$ cat src/rtl/core/vp8d_pkg.sv
`timescale 1ns / 1ps
// ----------------------------------------------------------------------------
// vp8d_pkg
// Shared types and constants of the RTP VP8 depacketiser.
// ----------------------------------------------------------------------------
package vp8d_pkg;

    // Field widths
    localparam int unsigned LEN_W  = 21;
    localparam int unsigned BYTE_W = 8;
    localparam int unsigned FLAG_W = 6;
    localparam int unsigned PID_W  = 15;
    localparam int unsigned TID_W  = 2;
    localparam int unsigned KIDX_W = 5;

    // Hard ceiling on payload bytes per frame
    localparam logic [LEN_W-1:0] MAX_FRAME_BYTES = 21'd1048576;

    // Capacity register value after reset
    localparam logic [LEN_W-1:0] CAP_RESET = 21'd1048576;

    // Frame status codes
    localparam logic [1:0] ST_OK        = 2'd0;
    localparam logic [1:0] ST_MALFORMED = 2'd1;
    localparam logic [1:0] ST_CAPACITY  = 2'd2;

    // Descriptor view handed from the parser to the frame logic.
    // Field values are those in force after the current item.
    typedef struct packed {
        logic              is_data;
        logic [FLAG_W-1:0] flags;
        logic [PID_W-1:0]  pid;
        logic [BYTE_W-1:0] tl0;
        logic [TID_W-1:0]  tid;
        logic [KIDX_W-1:0] keyidx;
    } desc_t;

endpackage

$ cat src/rtl/core/vp8d_desc_parser.sv
`timescale 1ns / 1ps
// ----------------------------------------------------------------------------
// vp8d_desc_parser
// Walks the VP8 payload descriptor one byte per item and keeps the parsed
// fields (picture ID, TL0PICIDX, TID, KEYIDX and the packet flags).
// ----------------------------------------------------------------------------
module vp8d_desc_parser
    import vp8d_pkg::*;
(
    input  logic              clk,
    input  logic              rst_n,
    input  logic              step,
    input  logic [BYTE_W-1:0] packet_byte,
    input  logic              packet_end,
    output desc_t             desc
);

    typedef enum logic [2:0] {
        PH_HDR  = 3'd0,
        PH_EXT  = 3'd1,
        PH_PID  = 3'd2,
        PH_PID2 = 3'd3,
        PH_TL0  = 3'd4,
        PH_TK   = 3'd5,
        PH_DATA = 3'd6
    } phase_t;

    phase_t            phase_reg, phase_next;
    logic [3:0]        ext_reg, ext_next;
    logic [FLAG_W-1:0] flags_reg, flags_next;
    logic [PID_W-1:0]  pid_reg, pid_next;
    logic [BYTE_W-1:0] tl0_reg, tl0_next;
    logic [TID_W-1:0]  tid_reg, tid_next;
    logic [KIDX_W-1:0] keyidx_reg, keyidx_next;

    // Next phase after the extension byte (0), picture ID (1) or TL0 (2)
    function automatic phase_t phase_after(input logic [3:0] ext, input logic [1:0] stage);
        phase_t ph;
        if (stage == 2'd0 && ext[3])
            ph = PH_PID;
        else if (stage <= 2'd1 && ext[2])
            ph = PH_TL0;
        else if (ext[1:0] != 2'b00)
            ph = PH_TK;
        else
            ph = PH_DATA;
        return ph;
    endfunction

    // Descriptor decode for the byte on hand
    always_comb
    begin
        phase_next  = phase_reg;
        ext_next    = ext_reg;
        flags_next  = flags_reg;
        pid_next    = pid_reg;
        tl0_next    = tl0_reg;
        tid_next    = tid_reg;
        keyidx_next = keyidx_reg;
        case (phase_reg)
            PH_HDR:
            begin
                flags_next = {{(FLAG_W-1){1'b0}}, packet_byte[5]};
                phase_next = packet_byte[7] ? PH_EXT : PH_DATA;
            end
            PH_EXT:
            begin
                ext_next   = packet_byte[7:4];
                phase_next = phase_after(packet_byte[7:4], 2'd0);
            end
            PH_PID:
            begin
                flags_next[1] = 1'b1;
                if (packet_byte[7])
                begin
                    pid_next   = {packet_byte[6:0], 8'h00};
                    phase_next = PH_PID2;
                end
                else
                begin
                    pid_next   = {8'h00, packet_byte[6:0]};
                    phase_next = phase_after(ext_reg, 2'd1);
                end
            end
            PH_PID2:
            begin
                pid_next   = pid_reg | {7'h00, packet_byte};
                phase_next = phase_after(ext_reg, 2'd1);
            end
            PH_TL0:
            begin
                flags_next[2] = 1'b1;
                tl0_next      = packet_byte;
                phase_next    = phase_after(ext_reg, 2'd2);
            end
            PH_TK:
            begin
                if (ext_reg[1])
                begin
                    flags_next[3] = 1'b1;
                    tid_next      = packet_byte[7:6];
                end
                if (ext_reg[0])
                begin
                    flags_next[4] = 1'b1;
                    keyidx_next   = packet_byte[4:0];
                end
                if (packet_byte[5])
                    flags_next[5] = 1'b1;
                phase_next = PH_DATA;
            end
            default:
                phase_next = PH_DATA;
        endcase
        // a new descriptor follows every packet end
        if (packet_end)
            phase_next = PH_HDR;
    end

    // Descriptor state
    always_ff @(posedge clk or negedge rst_n)
    begin
        if (!rst_n)
        begin
            phase_reg  <= PH_HDR;
            ext_reg    <= 4'h0;
            flags_reg  <= '0;
            pid_reg    <= '0;
            tl0_reg    <= '0;
            tid_reg    <= '0;
            keyidx_reg <= '0;
        end
        else if (step)
        begin
            phase_reg  <= phase_next;
            ext_reg    <= ext_next;
            flags_reg  <= flags_next;
            pid_reg    <= pid_next;
            tl0_reg    <= tl0_next;
            tid_reg    <= tid_next;
            keyidx_reg <= keyidx_next;
        end
    end

    // bytes past PH_TK are all payload
    assign desc.is_data = (phase_reg == PH_DATA);
    assign desc.flags   = flags_next;
    assign desc.pid     = pid_next;
    assign desc.tl0     = tl0_next;
    assign desc.tid     = tid_next;
    assign desc.keyidx  = keyidx_next;

endmodule

$ cat src/rtl/core/vp8_rtp_depacketizer.sv
`timescale 1ns / 1ps
// The result of an accepted byte is loaded into the output register in the cycle after it is taken.
// Throughput: one byte per cycle while in_ready is high; the single-pass descriptor and count logic
// sits between the input port and the output register.
// in_ready stays high while the output register is empty or being taken.
// Reset (rst_n, asynchronous) clears descriptor state, counters and the output valid flag.
// ----------------------------------------------------------------------------
// vp8_rtp_depacketizer
// Strips the VP8 payload descriptor from each RTP packet, forwards payload
// bytes, and reports frame status, length and descriptor fields at frame end.
// ----------------------------------------------------------------------------
module vp8_rtp_depacketizer
    import vp8d_pkg::*;
(
    input  logic              clk,
    input  logic              rst_n,
    // configuration
    input  logic              cfg_we,
    input  logic [LEN_W-1:0]  cfg_wdata,
    // input items
    input  logic              in_valid,
    output logic              in_ready,
    input  logic [BYTE_W-1:0] packet_byte,
    input  logic              packet_end,
    input  logic              frame_end,
    // result items
    output logic              out_valid,
    input  logic              out_ready,
    output logic              payload_valid,
    output logic [BYTE_W-1:0] payload_out,
    output logic              frame_done,
    output logic [1:0]        frame_status,
    output logic [LEN_W-1:0]  frame_length,
    output logic [FLAG_W-1:0] frame_flags,
    output logic [PID_W-1:0]  picture_number,
    output logic [BYTE_W-1:0] base_layer_index,
    output logic [TID_W-1:0]  temporal_layer,
    output logic [KIDX_W-1:0] key_frame_index
);

    logic              step;
    logic              fend;
    desc_t             desc;
    logic [LEN_W-1:0]  cap;

    logic [LEN_W-1:0]  cap_reg;
    logic              seen_reg, seen_next;
    logic [LEN_W-1:0]  count_reg, count_next, count_out;
    logic [1:0]        err_reg, err_next, err_out;
    logic              pv;
    logic              res_next;

    logic              out_valid_reg;
    logic              pv_reg;
    logic [BYTE_W-1:0] pout_reg;
    logic              done_reg;
    logic [1:0]        status_reg;
    logic [LEN_W-1:0]  length_reg;
    logic [FLAG_W-1:0] flags_reg;
    logic [PID_W-1:0]  pid_reg;
    logic [BYTE_W-1:0] tl0_reg;
    logic [TID_W-1:0]  tid_reg;
    logic [KIDX_W-1:0] keyidx_reg;

    assign in_ready = !out_valid_reg || out_ready;
    assign step     = in_valid && in_ready;
    assign fend     = packet_end && frame_end;
    assign cap      = (cap_reg > MAX_FRAME_BYTES) ? MAX_FRAME_BYTES : cap_reg;

    vp8d_desc_parser u_parser (
        .clk         (clk),
        .rst_n       (rst_n),
        .step        (step),
        .packet_byte (packet_byte),
        .packet_end  (packet_end),
        .desc        (desc)
    );

    // Payload admission, sticky error and packet-end checks
    always_comb
    begin
        seen_next  = seen_reg;
        count_next = count_reg;
        err_next   = err_reg;
        pv         = 1'b0;
        if (desc.is_data)
        begin
            seen_next = 1'b1;
            if (err_reg == ST_OK)
            begin
                if (count_reg < cap)
                begin
                    pv         = 1'b1;
                    count_next = count_reg + 1'b1;
                end
                else
                    err_next = ST_CAPACITY;
            end
        end
        if (packet_end)
        begin
            if (!seen_next && err_next == ST_OK)
                err_next = ST_MALFORMED;
            seen_next = 1'b0;
        end
        count_out = count_next;
        err_out   = err_next;
        // summary taken, frame totals restart
        if (fend)
        begin
            count_next = '0;
            err_next   = ST_OK;
        end
        res_next = pv || fend;
    end

    // Capacity register and frame state
    always_ff @(posedge clk or negedge rst_n)
    begin
        if (!rst_n)
        begin
            cap_reg   <= CAP_RESET;
            seen_reg  <= 1'b0;
            count_reg <= '0;
            err_reg   <= ST_OK;
        end
        else
        begin
            if (cfg_we)
                cap_reg <= cfg_wdata;
            if (step)
            begin
                seen_reg  <= seen_next;
                count_reg <= count_next;
                err_reg   <= err_next;
            end
        end
    end

    // Output register
    always_ff @(posedge clk or negedge rst_n)
    begin
        if (!rst_n)
            out_valid_reg <= 1'b0;
        else if (step)
            out_valid_reg <= res_next;
        else if (out_ready)
            out_valid_reg <= 1'b0;
    end

    always_ff @(posedge clk)
    begin
        if (step)
        begin
            pv_reg     <= pv;
            pout_reg   <= pv ? packet_byte : '0;
            done_reg   <= fend;
            status_reg <= fend ? err_out : '0;
            length_reg <= fend ? count_out : '0;
            flags_reg  <= fend ? desc.flags : '0;
            pid_reg    <= fend ? desc.pid : '0;
            tl0_reg    <= fend ? desc.tl0 : '0;
            tid_reg    <= fend ? desc.tid : '0;
            keyidx_reg <= fend ? desc.keyidx : '0;
        end
    end

    assign out_valid        = out_valid_reg;
    assign payload_valid    = pv_reg;
    assign payload_out      = pout_reg;
    assign frame_done       = done_reg;
    assign frame_status     = status_reg;
    assign frame_length     = length_reg;
    assign frame_flags      = flags_reg;
    assign picture_number   = pid_reg;
    assign base_layer_index = tl0_reg;
    assign temporal_layer   = tid_reg;
    assign key_frame_index  = keyidx_reg;

endmodule

$ cat config.mk
export PLATFORM = sky130hd
export DESIGN_NAME = vp8_rtp_depacketizer
export DESIGN_NICKNAME = d
export VERILOG_FILES = /design/src/rtl/core/vp8d_pkg.sv /design/src/rtl/core/vp8d_desc_parser.sv /design/src/rtl/core/vp8_rtp_depacketizer.sv
export SDC_FILE = /design/constraint.sdc
export NUM_CORES = 1
export LEC_CHECK = 0
export BUFFER_PORTS_ARGS = -buffer_cell sky130_fd_sc_hd__buf_4
export CELL_PAD_IN_SITES_DETAIL_PLACEMENT = 0
export CELL_PAD_IN_SITES_GLOBAL_PLACEMENT = 1
export CORE_MARGIN = 2
export CORE_UTILIZATION = 41
export CTS_CLUSTER_SIZE = 10
export DETAILED_ROUTE_END_ITERATION = 8
export PLACE_DENSITY_LB_ADDON = 0.1
export RECOVER_POWER = 50
export SETUP_SLACK_MARGIN = 0.2
export SLEW_MARGIN = 20
export SYNTH_ARGS = -nofsm -noshare
export SYNTH_HDL_FRONTEND = slang
export SYNTH_SLANG_ARGS = --single-unit
$ cat constraint.sdc
create_clock -name clk -period 3.12 [get_ports clk]
set_input_delay 0 -clock clk [delete_from_list [all_inputs] [get_ports clk]]
set_output_delay 0 -clock clk [all_outputs]
set_load 0.01 [all_outputs]
* Yosys cells after proc, flatten, opt, wreduce, memory -nomap -nowiden *
Cells that the tools add are included.

operators by class
  add/sub/neg operators = 1
  multipliers = 0
  divide/modulo/power cells = 0
  $lt $le $gt $ge = 2
  equality and inequality tests = 6
  shifts and indexed selects = 0
  multiplexer cells = 41
  bitwise logic cells = 1
  reductions and logical operators = 14

operators with widths
  operator                 number
  $mux W21                 5
  $pmux W15 S2             1
  $mux W2                  12
  $add A21 B1 Y21 const B  1
  $gt A21 B21 Y1 const B   1
  $lt A21 B21 Y1           1
  $mux W15                 1
  $or A15 B8 Y15           1
  $pmux W3 S5              1
  $mux W3                  4
  $mux W1                  11
  $mux W5                  2
  $eq A3 B3 Y1 const B     3
  $mux W8                  1
  $eq A3 B2 Y1 const B     2
  $pmux W3 S2              1
  $reduce_bool A2 Y1       3
  $logic_not A2 Y1         2
  $pmux W1 S2              2
  $eq A3 B1 Y1 const B     1
  $logic_and A1 B1 Y1      3
  $logic_not A3 Y1         1
  $logic_not A1 Y1         2
  $logic_or A1 B1 Y1       2
  $reduce_and A2 Y1        1

word-level totals
  register bits = 157
  bits in latches = 0
  bits in writable memories = 0
  memory bits (read-only) = 0
  input port bits = 36
  output and inout bits = 71
  memories kept = 0

* Logic depth before layout (Yosys ltp) *
  depth in word-level cells = 11
  gate-level depth with buffers = 13

* Modules after synthesis *
A second synthesis with hierarchy kept.

unflattened totals
  cells, all modules = 759
  area total of the unflattened synthesis = 8144.1 um^2

modules (own cells, without submodules)
  module                times used  cells an instance  area an instance (um^2)
  vp8_rtp_depacketizer  1           510                5724.2
  vp8d_desc_parser      1           249                2419.8

* Worst setup path after synthesis *
No wires, ideal clock.

  path type = reg-to-reg
  start = register out_valid_reg, in the netlist out_valid
  end = register tl0_reg[0], in the netlist base_layer_index[0], enable pin
  library setup time = 460 ps
  arrival time = 3078 ps
  data required time = 2660 ps
  slack = -418 ps
  stages on the path, launching flop included = 6
  clock period less this slack = 3538 ps
  cells stage by stage = dfrtp_1 > nand2b_1 > nand2_1 > inv_1 > clkbuf_1 > buf_1

between the ends
  cells in the longest elaborated chain, start to end = 3

RTL lines
  item                    RTL line                     RTL
  start, declared         vp8_rtp_depacketizer.sv:53   logic out_valid_reg;
  start signal, assigned  vp8_rtp_depacketizer.sv:146  out_valid_reg <= res_next;
  $logic_not A1 Y1        vp8_rtp_depacketizer.sv:65   assign in_ready = !out_valid_reg || out_ready;
  $logic_or A1 B1 Y1      vp8_rtp_depacketizer.sv:65
  net in_ready            vp8_rtp_depacketizer.sv:22   output logic in_ready,
  $logic_and A1 B1 Y1     vp8_rtp_depacketizer.sv:66   assign step = in_valid && in_ready;
  net step                vp8_rtp_depacketizer.sv:41   logic step;
  end signal, assigned    vp8_rtp_depacketizer.sv:162  tl0_reg <= fend ? desc.tl0 : '0;
  end, declared           vp8_rtp_depacketizer.sv:61   logic [BYTE_W-1:0] tl0_reg;

The timed path passes the listed nets, and every way through them passes these cells.
A chain may end at the register's enable or synchronous reset.

* Worst setup path after layout *
  start = register cap_reg[11]
  end = register length_reg[5], in the netlist frame_length[5], data pin

between the ends
  cells in the longest elaborated chain, start to end = 6

RTL lines
  item                    RTL line                     RTL
  start, declared         vp8_rtp_depacketizer.sv:46   logic [LEN_W-1:0] cap_reg;
  start signal, assigned  vp8_rtp_depacketizer.sv:130  cap_reg <= cfg_wdata;
  $gt A21 B21 Y1          vp8_rtp_depacketizer.sv:68   assign cap = (cap_reg > MAX_FRAME_BYTES) ? MAX_FRAME_BYTES : cap_reg;
  $mux W21 *              vp8_rtp_depacketizer.sv:68
  $lt A21 B21 Y1 *        vp8_rtp_depacketizer.sv:91   if (count_reg < cap)
  $mux W21 *              vp8_rtp_depacketizer.sv:91
  $mux W21 *              vp8_rtp_depacketizer.sv:89   if (err_reg == ST_OK)
  $mux W21 *              vp8_rtp_depacketizer.sv:86   if (desc.is_data)
  end signal, assigned    vp8_rtp_depacketizer.sv:159  length_reg <= fend ? count_out : '0;
  end, declared           vp8_rtp_depacketizer.sv:58   logic [LEN_W-1:0] length_reg;

Every way passes the cells marked *; elsewhere a longest branch is shown, timed or not.

==> results.toml <==
[run_status]
status = "finished with violations"
violated_checks = "setup timing"

[placement]
portBuffers = 106
hpwl_um = 14500
placed_inst_area_um2 = 9310
preCtsSetupSlack_ps = -282
place_congestion = 0.823

[setup_path]
worst_setup_path_start_kind = "register"
regToRegStartpoint = "cap_reg[11]$_DFFE_PN0P_"
worstSetupPathType = "register to register"
critical_path_arrival_ps = 3530
worst_setup_path_end_kind = "register"
worst-endpoint-required_ps = 3390
crit_path_start = "cap_reg[11]$_DFFE_PN0P_"
worst-path-max-fanout = 9

[clock_network]
max-clock-path-buffers = 2
cts_root_buf = "sky130_fd_sc_hd__clkbuf_16"
clock_insertion_delay_worst_skew_ps = 430
cts-htree-levels = 4
cts_buffers = 17
cts_num_sinks = 157
path_clk_slew_ps = 70
tritoncts_clock_tree = "yes"

[layout]
finish.instance_area_um2 = 10900
final_net_count = 997
syn2layout_area_growth_pct = 36.9
n_antenna_cell = 0
layout.cells.most_common = "sky130_fd_sc_hd__buf_4"
multi_input_area_um2 = 3810
mostFrequentLayoutCells = "sky130_fd_sc_hd__buf_4 (145), sky130_fd_sc_hd__nand2_1 (108), sky130_fd_sc_hd__dfrtp_1 (87)"
layout-drive-gt1-share_pct = 33.3
register_area_um2 = 4280
num-fill-cells = 1644

[timing]
endpoints_failing_setup = 48
min_period_over_period_pct = 104
post-route-worst-setup-slack_ps = -139
unrepaired_setup_endpoints_after_global_routing = "true"
max_freq_mhz = 307
worst_slew_margin_rel_pct = 8.27
fin_crit_ps = 3260
hold_violations = 0
worst-slew-pin-transition_ps = 1380
timing.final.max_slew_violations = 0
clock-skew-final_ps = 11.1

[logic_synthesis]
synth_nets = 821
synth.yosys.warnings = 0
netlist_area_um2 = 7940
syn_area_per_cell_um2 = 10.4
gate_count_after_technology_mapping = 764
synth-seq-cells = 157
synth-edff-count = 69
fraction_of_registers_with_async_set_reset_pct = 56.1
synth.distinct_cells = 60
synth_flop_cell = "sky130_fd_sc_hd__dfrtp_1"
yosysSeqAreaShare_pct = 53.9

[power]
peakVddDrop_mv = 0.372
pwr_density_cell_nw_per_um2 = 625
p_leak_nw = 4.43

[detailed_routing]
vias = 6787
post_route_drc = 0
dr.first_iter.drc_count = 531
postRouteWirelength_um = 22700
wire_per_inst_um = 18.7
drt.antenna.violating_nets = 0
drt_first_pass_iters = 6
route.detailed.vias_per_inst = 5.60

[floorplan]
initial_core_util_pct = 42.1
fp.dieArea_um2 = 20500
floorplan.io_pins = 107
placementRows = 50
core_area_um2 = 18800
die_width_um = 143
fp.dieH_um = 143

[global_routing]
globalRouteOverflowTotal = 0
largest_net_degree_at_the_start_of_global_routing = 48
first_global_vias = 6479
grt_first_pass_wirelength_um = 35200
overall_track_demand_over_capacity_in_global_routing_pct = 22.1
antenna_found_initial = 0

[hold_path]
hold_path.class = "input port to register"
worst_hold_launch = "out_ready"

[run]
drv_cap = 0
final cells by class:
class	instances	share of cell area, %
clock buffers	19	3.99
clock inverters	13	1.22
inverters	12	0.426
multi-input cells	537	35.1
flip-flops and latches	157	39.4
well taps	260	3.00
repair buffers	215	16.9
routing by layer:
| metal | up-vias | share of wire [%] | track usage [%] |
|---|---|---|---|
| met5 | - | 0 | 0 |
| met4 | 0 | 1.0 | 5.68 |
| met3 | 19 | 5.2 | 3.66 |
| met2 | 223 | 44 | 32.7 |
| met1 | 3352 | 50 | 33.8 |
| li1 | 3193 | - | - |
kinds of logic (layout without fill, tap and decap cells):
logic type               after synthesis  after routing  share of synthesized area [%]
AND/OR/NAND/NOR                      305            306                           19.1
AO/OA/AOI/OAI                        163            163                           13.5
flip-flops                           157            157                           53.9
buffers and inverters                 71            259                           3.71
multiplexers                          47             47                           6.54
adder cells (fa/ha/maj)               21             21                           3.31
report_power, final:
| part | internal (mW) | switching [mW] | total [mW] |
|---|---|---|---|
| clock network | 1.12 | 0.917 | 2.04 |
| logic | 0.893 | 1.05 | 1.94 |
| registers | 2.54 | 0.269 | 2.81 |
| total | 4.56 | 2.24 | 6.79 |
per-stage QoR:
| stage | hold WS (ps) | std cells | total power, mW | TNS [ps] | utilization [%] |
|---|---|---|---|---|---|
| 2_1_floorplan | -296 | 764 | 3.81 | 0 | - |
| 3_5_place_dp | -80.0 | 1129 | 4.44 | -9610 | 49.5 |
| 6_report | 42.4 | 1213 | 6.79 | -3510 | 57.7 |
| 5_1_grt | 35.1 | 1213 | 7.13 | -12550 | 57.7 |
| 3_3_place_gp | -87.0 | 1129 | 4.38 | -3030 | 49.5 |
| 4_1_cts | 4.33 | 1200 | 6.58 | -2050 | 55.1 |
synth_stat cells, types with 4 or more instances:
library cell	count	area share [%]
sky130_fd_sc_hd__o21ai_0	21	1.3
sky130_fd_sc_hd__a31oi_1	4	0.32
sky130_fd_sc_hd__and3_1	14	1.1
sky130_fd_sc_hd__nand3_1	36	2.3
sky130_fd_sc_hd__a32oi_1	4	0.44
sky130_fd_sc_hd__ha_1	21	3.3
sky130_fd_sc_hd__o21ai_1	8	0.50
sky130_fd_sc_hd__edfxtp_1	69	26
sky130_fd_sc_hd__mux2_2	39	5.5
sky130_fd_sc_hd__a21oi_1	60	3.8
sky130_fd_sc_hd__o311a_1	5	0.63
sky130_fd_sc_hd__or4_1	15	1.4
sky130_fd_sc_hd__mux2i_1	8	1.0
sky130_fd_sc_hd__nor2_1	51	2.4
sky130_fd_sc_hd__nand4_1	17	1.3
sky130_fd_sc_hd__nand2b_1	4	0.32
sky130_fd_sc_hd__o311ai_1	9	0.99
sky130_fd_sc_hd__clkbuf_1	41	1.9
sky130_fd_sc_hd__nor3_1	12	0.76
sky130_fd_sc_hd__a22oi_1	9	0.85
sky130_fd_sc_hd__or3_1	6	0.47
sky130_fd_sc_hd__buf_2	7	0.44
sky130_fd_sc_hd__nand2_1	116	5.5
sky130_fd_sc_hd__o31ai_1	16	1.5
sky130_fd_sc_hd__a211o_1	5	0.55
sky130_fd_sc_hd__nor4_1	9	0.71
sky130_fd_sc_hd__nor4b_1	6	0.66
sky130_fd_sc_hd__inv_1	11	0.52
sky130_fd_sc_hd__buf_1	8	0.38
sky130_fd_sc_hd__and2_1	4	0.32
sky130_fd_sc_hd__dfrtp_1	87	27
sky130_fd_sc_hd__and4_1	4	0.44
sky130_fd_sc_hd__o211ai_1	6	0.57
what timing repair did:
item                       CTS  global route
gates cloned                 1             4
hold endpoints to repair   145             0
setup endpoints to repair   54            54
buffers inserted             4             9
hold buffers                34             0
pin swaps                   13            34
resized for setup           26            66
critical path, stage by stage, from the launching register on:
cell,delay (ps)
sky130_fd_sc_hd__dfrtp_1,390
sky130_fd_sc_hd__nor4_2,300
sky130_fd_sc_hd__nand3_1,170
sky130_fd_sc_hd__o21ai_4,200
sky130_fd_sc_hd__buf_12,150
sky130_fd_sc_hd__nand2_2,60
sky130_fd_sc_hd__ha_1,260
sky130_fd_sc_hd__nand4_1,170
sky130_fd_sc_hd__nor4_4,90
sky130_fd_sc_hd__a22oi_2,190
sky130_fd_sc_hd__nand4_1,130
sky130_fd_sc_hd__buf_6,170
sky130_fd_sc_hd__clkbuf_16,160
sky130_fd_sc_hd__or4_1,480
sky130_fd_sc_hd__a21oi_2,170
path summary, 6_finish.rpt:
check	cells after the start	slack, ps	end
hold reg to reg	2	480	u_parser.pid_reg[11]$_DFFE_PN0P_
setup / recovery	14	-140	frame_length[5]$_SDFFCE_PN0P_
hold / removal	3	40	out_valid$_DFFE_PN0P_
max in group asynchronous	3	1200	count_reg[6]$_DFFE_PN0P_
min in group asynchronous	2	400	u_parser.pid_reg[14]$_DFFE_PN0P_
setup reg to reg	14	-140	frame_length[5]$_SDFFCE_PN0P_
(Power assumes the default switching activity.)
